## config.mk

```make
export PLATFORM = sky130hd
export DESIGN_NAME = osr_alu
export DESIGN_NICKNAME = d
export VERILOG_FILES = /design/src/hw/rtl/osr_pkg.sv /design/src/hw/rtl/osr_alu.sv
export SDC_FILE = /design/constraint.sdc
export NUM_CORES = 1
export LEC_CHECK = 0
export ABC_AREA = 1
export BUFFER_PORTS_ARGS = -buffer_cell sky130_fd_sc_hd__buf_2
export CAP_MARGIN = 5
export CORE_MARGIN = 2
export CORE_UTILIZATION = 24
export DETAILED_ROUTE_END_ITERATION = 10
export PLACE_DENSITY = 0.59
export SYNTH_ARGS = -nofsm -noshare
export SYNTH_HDL_FRONTEND = slang
export SYNTH_SLANG_ARGS = --single-unit
```

## constraint.sdc

```tcl
create_clock -name vclk -period 1
set_input_delay 0.05 -clock vclk [all_inputs]
set_output_delay 0.05 -clock vclk [all_outputs]
set_load 0.01 [all_outputs]
```

## src/hw/rtl/osr_pkg.sv

```systemverilog
// Shared types and constants for the output-port shadow registry.
`timescale 1ns / 1ps

package osr_pkg;

    localparam int MAX_PORTS       = 64;
    localparam int HARD_SLOT_LIMIT = 100;
    localparam int SLOT_LIMIT      = (MAX_PORTS < HARD_SLOT_LIMIT) ? MAX_PORTS : HARD_SLOT_LIMIT;
    localparam int SLOT_W          = (MAX_PORTS > 1) ? $clog2(MAX_PORTS) : 1;
    localparam int CNT_W           = $clog2(MAX_PORTS + 1);
    localparam int PORT_W          = 16;
    localparam int WIDE_BITS       = 32;
    localparam int BYTE_BITS       = 8;

    localparam logic [PORT_W-1:0] WIDE_PORT_LIMIT = 16'h0210;

    typedef enum logic [2:0] {
        K_BIT_SET     = 3'd0,
        K_BIT_CLR     = 3'd1,
        K_WORD_WR     = 3'd2,
        K_BIT_STATUS  = 3'd3,
        K_BYTE_STATUS = 3'd4,
        K_BACKUP      = 3'd5,
        K_RESTORE     = 3'd6,
        K_NOP         = 3'd7
    } t_kind;

    typedef enum logic [2:0] {
        RC_OK        = 3'd0,
        RC_DISABLED  = 3'd1,
        RC_PORT_ZERO = 3'd2,
        RC_BIT_RANGE = 3'd3,
        RC_FULL      = 3'd4
    } t_rc;

    typedef enum logic [2:0] {
        ST_IDLE,
        ST_SEARCH,
        ST_READ,
        ST_MODIFY,
        ST_BACKUP,
        ST_RESTORE
    } t_state;

    typedef struct packed {
        logic [WIDE_BITS-1:0] wide;
        logic [BYTE_BITS-1:0] narrow;
    } t_shadow;

    typedef struct packed {
        logic              tbl_we;
        logic [SLOT_W-1:0] tbl_waddr;
        logic [PORT_W-1:0] tbl_wdata;
        logic [SLOT_W-1:0] tbl_raddr;
        logic              sh_we;
        logic [SLOT_W-1:0] sh_waddr;
        t_shadow           sh_wdata;
        logic [SLOT_W-1:0] sh_raddr;
        logic              bk_we;
        logic [SLOT_W-1:0] bk_waddr;
        t_shadow           bk_wdata;
        logic [SLOT_W-1:0] bk_raddr;
    } t_store_ctl;

endpackage

```

## src/hw/rtl/osr_alu.sv

```systemverilog
// Shared unit: slot-search compare, shadow bit/word update and status-bit read.
`timescale 1ns / 1ps

module osr_alu
    import osr_pkg::*;
(
    input  t_kind                i_kind,
    input  logic                 i_wide,
    input  logic [5:0]           i_bit,
    input  logic [WIDE_BITS-1:0] i_value,
    input  t_shadow              i_shadow,
    input  logic [PORT_W-1:0]    i_tbl_port,
    input  logic [PORT_W-1:0]    i_key_port,
    output logic                 o_match,
    output t_shadow              o_shadow,
    output logic                 o_status_bit
);

    logic [WIDE_BITS-1:0] mask_wide;
    logic [BYTE_BITS-1:0] mask_byte;

    assign o_match   = (i_tbl_port == i_key_port);
    assign mask_wide = {{(WIDE_BITS-1){1'b0}}, 1'b1} << i_bit[4:0];
    assign mask_byte = {{(BYTE_BITS-1){1'b0}}, 1'b1} << i_bit[2:0];

    always_comb begin
        o_shadow = i_shadow;
        case (i_kind)
            K_BIT_SET: begin
                if (i_wide) o_shadow.wide   = i_shadow.wide | mask_wide;
                else        o_shadow.narrow = i_shadow.narrow | mask_byte;
            end
            K_BIT_CLR: begin
                if (i_wide) o_shadow.wide   = i_shadow.wide & ~mask_wide;
                else        o_shadow.narrow = i_shadow.narrow & ~mask_byte;
            end
            K_WORD_WR: begin
                if (i_wide) o_shadow.wide   = i_value;
                else        o_shadow.narrow = i_value[BYTE_BITS-1:0];
            end
            default: begin
                o_shadow = i_shadow;
            end
        endcase
    end

    assign o_status_bit = i_wide ? i_shadow.wide[i_bit[4:0]] : i_shadow.narrow[i_bit[2:0]];

endmodule

```

==> metrics, run 1 <==
fraction of power spent switching nets between 50 and 60%; placement-stage cell area roughly 0.0037 mm^2; minimum clock period 1253 ps; combined global-route utilization of all metal layers 22.67%; initial antenna violation count 0; least setup slack across all paths after layout -253.5 ps; Crit-path slowest cell nor2_8; beginning of the worst hold path i_shadow[38]; path class of the lowest-slack min-delay path in2out; area added between synthesis and finish 106.6%; number of max-cap violations 0; sequential element share of the synthesized area 0%; Cells on Worst Hold Path 4; family of cells with the greatest summed delay on the critical path simple AND/OR/NAND/NOR gates; total length of routed met3 wires around 1.1 mm; wire length on met2 6.748 mm; maximum number of pins on one net before global-route repair 34; relative contribution of combinational cells to total power 100.0%; fraction of power consumed by the clock network 0%; relative slew slack between 80% and 90%; vias per std cell roughly 5.1; Final HPWL DP between 9 and 10 mm; Congestion Overflow GR 0; Total Die Area about 0.011 mm^2; vertical extent of the die between 100 and 150 um; crit share post-route 125.3%; drt total wl between 10 and 15 mm; unrepaired setup endpoints after global routing true; count of warnings emitted by yosys 0; Post-Synthesis Cells about 510; last weighted congestion value of the routability-driven placer ~0.96; Syn Nets 620; area taken by flip-flops and latches 0 um^2; Post-CTS Hold Fix Bufs 0; reported leakage power ~2.5 nW; worst vdd ir between 0.00015 and 0.0002 V; critical path class in2out; Power Dens Cells 427.5 mW/mm^2; Internal Dissipation 0.0009818 W; Pins Over Slew Limit 0; starting density of the core 24.76%; Hold Crit Endpoint o_shadow[38]; Post-Route M1 WL a little over 5 mm; critical-path cell list buf_8, inv_6, nand2_4, nor2_8, nand2_2, nor2_2, nor2_1, o21ai_1, o211ai_1, buf_2; FILL cells 956; Overall Power ~0.0021 W; transition time at the pin with the least slew margin ~230 ps; number of distinct library cells after synthesis 31; number of sequential cells 0; arrival time at the worst endpoint approximately 1200 ps; final count of hold timing violations 0; I/O Pins about 160; worst slack, placed -346.6 ps; final antenna diode count 0; highest routed metal layer met4; final instance area about 0.005 mm^2; cell count after placement approximately 820; result of the run finished, violations left; Netlist Area Pre-Place roughly 0.0024 mm^2; syn avg cell area about 4.8 um^2; Worst Path Required ~950 ps; P_sw 0.001156 W; DRC violation count after routing 0; Min Hold Slack 439.4 ps; number of buffer and inverter stages on the critical path 3; row count 36; largest stage delay on the critical path around 170 ps; violated checks negative setup slack; layout cells sized above 1 53.68%; Die Span X 104.4 um; final cell count without fillers between 800 and 900; final setup fails a little over 40; count of nets after finishing roughly 840; count of vias placed by the detailed router 4370; average wire per cell in the routed design 15.93 um; achievable frequency 0.7978 GHz; sequential share of power 0%; core area 0.009774 mm^2; startpoint type of the worst setup path input pin; DR iter-0 viols ~290; number of port buffers 155; Initial DRT Pass Iterations 5; crit path max fanout 8; global-route wire length before repair roughly 20 mm; remaining antenna violation count 0; Layout clock buffers 0; critical path capture point type output port; via count of the first global-routing pass 4163
[layer usage]
metal / vias up / global-route usage, %
met5: - / 0
met4: 0 / 8.494
met3: 52 / 3.759
met2: 225 / 41.08
met1: 1980 / 26.49
li1: 2113 / -
[synth_stat cells, types with 2 or more instances]
library cell	n	area, um^2
nand2_1	180	675.7
nand3_1	49	245.2
inv_1	42	157.7
o21ai_0	42	210.2
nor2_1	39	146.4
a21oi_1	30	150.1
buf_2	16	80.08
o21ai_1	11	55.05
a31oi_1	10	62.56
nor2_2	8	50.05
o2111ai_1	8	70.07
xor2_1	8	70.07
inv_2	7	26.28
nand2_2	7	43.79
a22oi_1	6	45.04
nor3_1	6	30.03
o21bai_1	6	45.04
buf_6	5	56.30
clkbuf_1	4	15.01
xnor2_1	4	35.03
nand4_1	3	18.77
or2_2	3	18.77
buf_4	2	15.01
nor2_4	2	22.52
o211ai_1	2	15.01
[per-stage QoR]
step           setup TNS [ps]  utilization [%]
6_report                -5208            51.15
5_1_grt                 -7825            51.15
4_1_cts                 -4230            47.04
3_5_place_dp            -9999            37.51
3_3_place_gp            -9721            37.51
2_1_floorplan               0                -
[cell families (layout without fill, tap and decap cells)]
family / count (synthesis) / count (layout) / synth area share, %
compound gates: 116 / 116 / 27.25
xor+xnor: 12 / 12 / 4.343
buf+inv: 77 / 292 / 14.74
simple gates: 301 / 301 / 53.67
[worst max-delay path by stage]
stage | from | endpoint | cells after the start
after floorplan | i_bit[0] | o_shadow[38] | 10
after CTS | i_bit[0] | o_shadow[9] | 9
final | i_bit[1] | o_shadow[12] | 10
after global placement | i_bit[0] | o_shadow[10] | 9
after global routing | i_bit[1] | o_shadow[12] | 10
after detailed placement | i_bit[0] | o_shadow[10] | 9
[layout by cell type (no fill, tap or decap), drive strengths merged]
| cell type | synthesis | layout |
|---|---|---|
| clkinvlp | 0 | 2 |
| o21ai | 53 | 53 |
| a22oi | 6 | 6 |
| o2111ai | 8 | 8 |
| nand4 | 3 | 3 |
| xor2 | 8 | 8 |
| nor4 | 1 | 1 |
| a21oi | 30 | 30 |
| o21bai | 6 | 6 |
| nand3 | 49 | 49 |
| o22ai | 1 | 1 |
| inv | 50 | 48 |
| xnor2 | 4 | 4 |
| or2 | 3 | 3 |
| clkinv | 0 | 1 |
| nand2 | 188 | 188 |
| clkbuf | 4 | 1 |
| o211ai | 2 | 2 |
| a31oi | 10 | 10 |
| nor3 | 7 | 7 |
| buf | 23 | 240 |
| nor2 | 50 | 50 |
[power groups by stage]
stage | Combinational (W) | Clock [W] | Sequential [W]
5_1_grt | 0.00229 | 0 | 0
3_5_place_dp | 0.00152 | 0 | 0
6_report | 0.00214 | 0 | 0
3_3_place_gp | 0.00152 | 0 | 0
2_1_floorplan | 0.000770 | 0 | 0
4_1_cts | 0.00193 | 0 | 0
[area by class of cell]
cell class / instances / area (um^2) / area share (%)
Multi-Input combinational cell: 429 / 2750 / 55.01
Tap cell: 133 / 166.4 / 3.328
Timing Repair Buffer: 241 / 1814 / 36.29
Timing Repair inverter: 1 / 7.507 / 0.1502
Inverter: 50 / 261.5 / 5.230
[repair_timing]
action                     in CTS  in global routing
resized for setup             196                 88
setup endpoints to repair      41                 42
pin swaps                      45                 58
buffers inserted               13                 10
gates cloned                    8                  0
(Power assumes the default switching activity.)
==> run 2, diff against run 1 <==
==> constraint.sdc (replaced) <==
create_clock -name vclk -period 1.45
set_input_delay 0.0725 -clock vclk [all_inputs]
set_output_delay 0.0725 -clock vclk [all_outputs]
set_load 0.01 [all_outputs]
==> metrics, run 2 (synthesized netlist as in run 1, its figures left out) <==
count of vias placed by the detailed router roughly 3900; DR iter-0 viols 311; vias per std cell about 4.8; Worst Path Required about 1400 ps; arrival time at the worst endpoint ~1300 ps; transition time at the pin with the least slew margin roughly 460 ps; Total Die Area 0.01090 mm^2; drt total wl ~11 mm; Initial DRT Pass Iterations 6; Final HPWL DP between 9 and 10 mm; final antenna diode count 0; crit path max fanout 9; critical path capture point type output port; layout cells sized above 1 between 30% and 40%; count of nets after finishing around 800; sequential share of power 0%; area taken by flip-flops and latches 0 um^2; maximum number of pins on one net before global-route repair 34; unrepaired setup endpoints after global routing false; Layout clock buffers 0; core area 0.009774 mm^2; leading cell types in the layout, fill and taps excluded nand2_1, buf_2, nand3_1; number of sequential cells 0; path class of the lowest-slack min-delay path in2out; Post-CTS Hold Fix Bufs 0; via count of the first global-routing pass 3507; Die Span X 104.4 um; worst setup path startpoint i_wide; I/O Pins around 160; worst slack, placed 14.59 ps; final count of hold timing violations 0; critical path class in2out; reported leakage power 1.934 nW; number of max-cap violations 0; combined global-route utilization of all metal layers a little under a fifth; Hold Crit Endpoint o_shadow[8]; fraction of power spent switching nets 58.09%; crit share post-route around 95%; relative contribution of combinational cells to total power 100.0%; P_sw between 0.0005 and 0.0006 W; least setup slack across all paths after layout between 70 and 80 ps; initial antenna violation count 0; row count 36; placement-stage cell area roughly 0.0034 mm^2; vertical extent of the die between 100 and 150 um; final setup TNS 0 ps; number of port buffers 155; beginning of the worst hold path i_shadow[8]; global-route wire length before repair roughly 17 mm; most common cell after layout, fill and taps aside nand2_1; Crit-path slowest cell clkdlybuf4s15_2; Cells on Worst Hold Path 4; critical-path cell list buf_2, inv_2, nor2_2, clkdlybuf4s15_2, nand2_1, o21ai_1, o21bai_1, buf_2; worst vdd ir 0.0001032 V; fraction of power consumed by the clock network 0%; CP most frequent cell buf_2; final setup fails 0; Congestion Overflow GR 0; startpoint type of the worst setup path input pin; achievable frequency 0.7290 GHz; last weighted congestion value of the routability-driven placer 0.9061; DRC violation count after routing 0; Internal Dissipation approximately 0.00043 W; starting density of the core ~25%; largest stage delay on the critical path ~300 ps; final instance area approximately 0.0036 mm^2; result of the run complete, no violations; Power Dens Cells between 200 and 300 mW/mm^2; area added between synthesis and finish 46.74%; minimum clock period ~1400 ps; remaining antenna violation count 0; average wire per cell in the routed design about 14 um; relative slew slack 68.97%; post-layout util a little over a third; Pins Over Slew Limit 0
[run 2: cell types whose count changed in the layout (fill, tap and decap cells not counted), moves of 8 or more]
| cell | previous run | this run |
|---|---|---|
| nand2_1 | 139 | 175 |
| nor2_4 | 23 | 4 |
| buf_6 | 28 | 1 |
| nand2_4 | 18 | 1 |
| o21ai_0 | 22 | 41 |
| buf_4 | 55 | 25 |
| nand3_2 | 8 | 0 |
| buf_2 | 138 | 154 |
| nor2_1 | 21 | 33 |
| o21ai_2 | 14 | 0 |
| nand2_2 | 28 | 12 |
| nand3_1 | 39 | 49 |
[run 2: how the worst max path moves through the flow]
stage                   endpoint  slack (ps)  cells past startpoint
finish              o_shadow[13]          80                      8
global route         o_shadow[9]           9                      9
CTS                 o_shadow[27]          10                      9
detailed placement  o_shadow[27]          10                      9
global placement    o_shadow[27]          50                      9
floorplan           o_shadow[38]         440                     10
[run 2: final cells by class]
type / instances / area (um^2)
Fill cell: 1178 / 6223
Multi-Input combinational cell: 429 / 2101
Tap cell: 133 / 166.4
Inverter: 50 / 202.7
Timing Repair Buffer: 186 / 1081
[run 2: power groups by stage]
stage                     clock (W)  sequential, W  combinational (W)
final                             0              0            0.00103
after global routing              0              0            0.00114
after CTS                         0              0           0.000996
after detailed placement          0              0           0.000992
after global placement            0              0           0.000987
after floorplan                   0              0           0.000531
[run 2: stage by stage]
step	power [W]	hold slack [ps]	std cells
after floorplan	0.0005312	267.0	506
after global placement	0.0009873	490.0	794
after detailed placement	0.0009921	492.2	794
after CTS	0.0009963	492.2	794
after global routing	0.001138	523.0	798
final	0.001026	488.2	798
[run 2: what timing repair did]
item | 4_1_cts | 5_1_grt
setup endpoints to repair | 0 | 22
gates resized for setup | 0 | 24
setup buffers | 0 | 3
[run 2: routing by layer]
layer	vias up	share of wire (%)	track usage, %	routed length, um
met5	-	0	0	0
met4	0	0.76	1.737	85
met3	11	7.2	2.569	808
met2	182	47	33.33	5291
met1	1672	45	25.58	4963
li1	1989	-	-	-
[run 2: worst max-delay path: cells and delay by family]
kind / cells / cell delay (ps)
AO/OA/AOI/OAI: 2 / 260
buffers and inverters: 4 / 710
AND/OR/NAND/NOR: 2 / 260
==> run 3, diff against run 2 <==
--- a/config.mk
+++ b/config.mk
@@ -12,6 +12,7 @@
 export CORE_UTILIZATION = 24
 export DETAILED_ROUTE_END_ITERATION = 10
 export PLACE_DENSITY = 0.59
+export RECOVER_POWER = 50
 export SYNTH_ARGS = -nofsm -noshare
 export SYNTH_HDL_FRONTEND = slang
 export SYNTH_SLANG_ARGS = --single-unit
==> metrics, run 3 (synthesized netlist as in run 1, its figures left out) <==
result of the run complete, no violations; count of vias placed by the detailed router ~3900; critical path class in2out; Power Dens Cells between 200 and 300 mW/mm^2; final cell count without fillers around 800; leading cell types in the layout, fill and taps excluded nand2_1, buf_2, nand3_1; vertical extent of the die 104.4 um; number of max-cap violations 0; critical-path cell list buf_2, inv_2, nor2_2, clkdlybuf4s15_2, nand2_1, o21ai_1, o21bai_1, buf_2; final setup fails 0; transition time at the pin with the least slew margin 474.4 ps; unrepaired setup endpoints after global routing false; row count 36; FILL cells 1187; startpoint type of the worst setup path input pin; Hold Crit Endpoint o_shadow[23]; reported leakage power ~1.9 nW; final count of hold timing violations 0; most common cell after layout, fill and taps aside nand2_1; family of cells with the greatest summed delay on the critical path buffers and inverters; crit path max fanout 9; starting density of the core 24.76%; Initial DRT Pass Iterations 5; path class of the lowest-slack min-delay path in2out; achievable frequency just over 0.7 GHz; Worst Path Required 1380 ps; P_sw 0.0005963 W; CP most frequent cell buf_2; critical path capture point type output port; area added between synthesis and finish 46.07%; number of sequential cells 0; number of buffer and inverter stages on the critical path 4; via count of the first global-routing pass 3507; relative contribution of combinational cells to total power 100.0%; initial antenna violation count 0; crit share post-route 94.98%; Congestion Overflow GR 0; cell count after placement roughly 790; largest stage delay on the critical path around 300 ps; final instance area 0.003535 mm^2; maximum number of pins on one net before global-route repair 34; worst vdd ir between 0.0001 and 0.00015 V; global-route wire length before repair ~17 mm; DRC violation count after routing 0; Die Span X around 100 um; drt total wl around 11 mm; DR iter-0 viols 280; last weighted congestion value of the routability-driven placer ~0.91; vias per std cell ~4.8; placement-stage cell area around 0.0034 mm^2; core area roughly 0.01 mm^2; Multi-input gate area 0.002098 mm^2; Cells on Worst Hold Path 4; Internal Dissipation about 0.00042 W; number of port buffers 155; final antenna diode count 0; Total Die Area ~0.011 mm^2; sequential share of power 0%; Pins Over Slew Limit 0; I/O Pins roughly 160; average wire per cell in the routed design about 14 um; combined global-route utilization of all metal layers about a fifth; Final HPWL DP a little over 9 mm; Layout clock buffers 0; relative slew slack between 60% and 70%; final setup TNS 0 ps; area taken by flip-flops and latches 0 um^2; beginning of the worst hold path i_shadow[23]; layout cells sized above 1 roughly a third; remaining antenna violation count 0; minimum clock period around 1400 ps; count of nets after finishing 781; Crit-path slowest cell clkdlybuf4s15_2; arrival time at the worst endpoint between 1000 and 1500 ps; fraction of power consumed by the clock network 0%; fraction of power spent switching nets 58.54%
## run 3: cell types whose count changed in the layout (fill, tap and decap cells not counted)
| cell | change |
|---|---|
| buf_2 | -11 |
| clkbuf_1 | +11 |
| o21ai_0 | +2 |
| o21ai_1 | -2 |
| nor2_1 | +1 |
| nor2_2 | -1 |
## run 3: layer usage
metal  up-vias  GRT usage [%]  part of all wire [%]
met5         -              0                     0
met4         0          1.737                  0.58
met3         6          2.569                   7.2
met2       183          33.33                    48
met1      1687          25.58                    44
li1       1991              -                     -
## run 3: power by group through the flow
stage               Sequential, W  Combinational (W)  Clock [W]
floorplan                       0           0.000531          0
global placement                0           0.000987          0
detailed placement              0           0.000992          0
CTS                             0           0.000996          0
global route                    0            0.00113          0
finish                          0            0.00102          0
## run 3: final cells by class
cell class                      instances  area share [%]
Inverter                               50           5.735
Multi-Input combinational cell        429           59.36
Tap cell                              133           4.708
Timing Repair Buffer                  186           30.19
## run 3: repair_timing
item / CTS / global route
setup buffers: 0 / 3
hold buffers: 0 / 0
endpoints found under the setup margin: 0 / 22
gates resized for setup: 0 / 24
## run 3: per-stage QoR
stage | total power (W) | utilization [%] | hold slack, ps | worst slack (ps)
after floorplan | 0.0005312 | - | 267.0 | 435.4
after global placement | 0.0009873 | 35.28 | 490.0 | 46.45
after detailed placement | 0.0009921 | 35.28 | 492.2 | 14.59
after CTS | 0.0009963 | 35.28 | 492.2 | 11.81
after global routing | 0.001132 | 36.16 | 523.0 | 8.814
final | 0.001019 | 36.16 | 494.5 | 72.76
## run 3: worst max-delay path by stage
stage,startpoint,end,slack (ps),cells past startpoint
3_5_place_dp,i_bit[0],o_shadow[27],10,9
5_1_grt,i_bit[1],o_shadow[9],9,9
4_1_cts,i_bit[0],o_shadow[27],10,9
3_3_place_gp,i_bit[0],o_shadow[27],50,9
6_report,i_wide,o_shadow[13],70,8
2_1_floorplan,i_bit[0],o_shadow[38],440,10
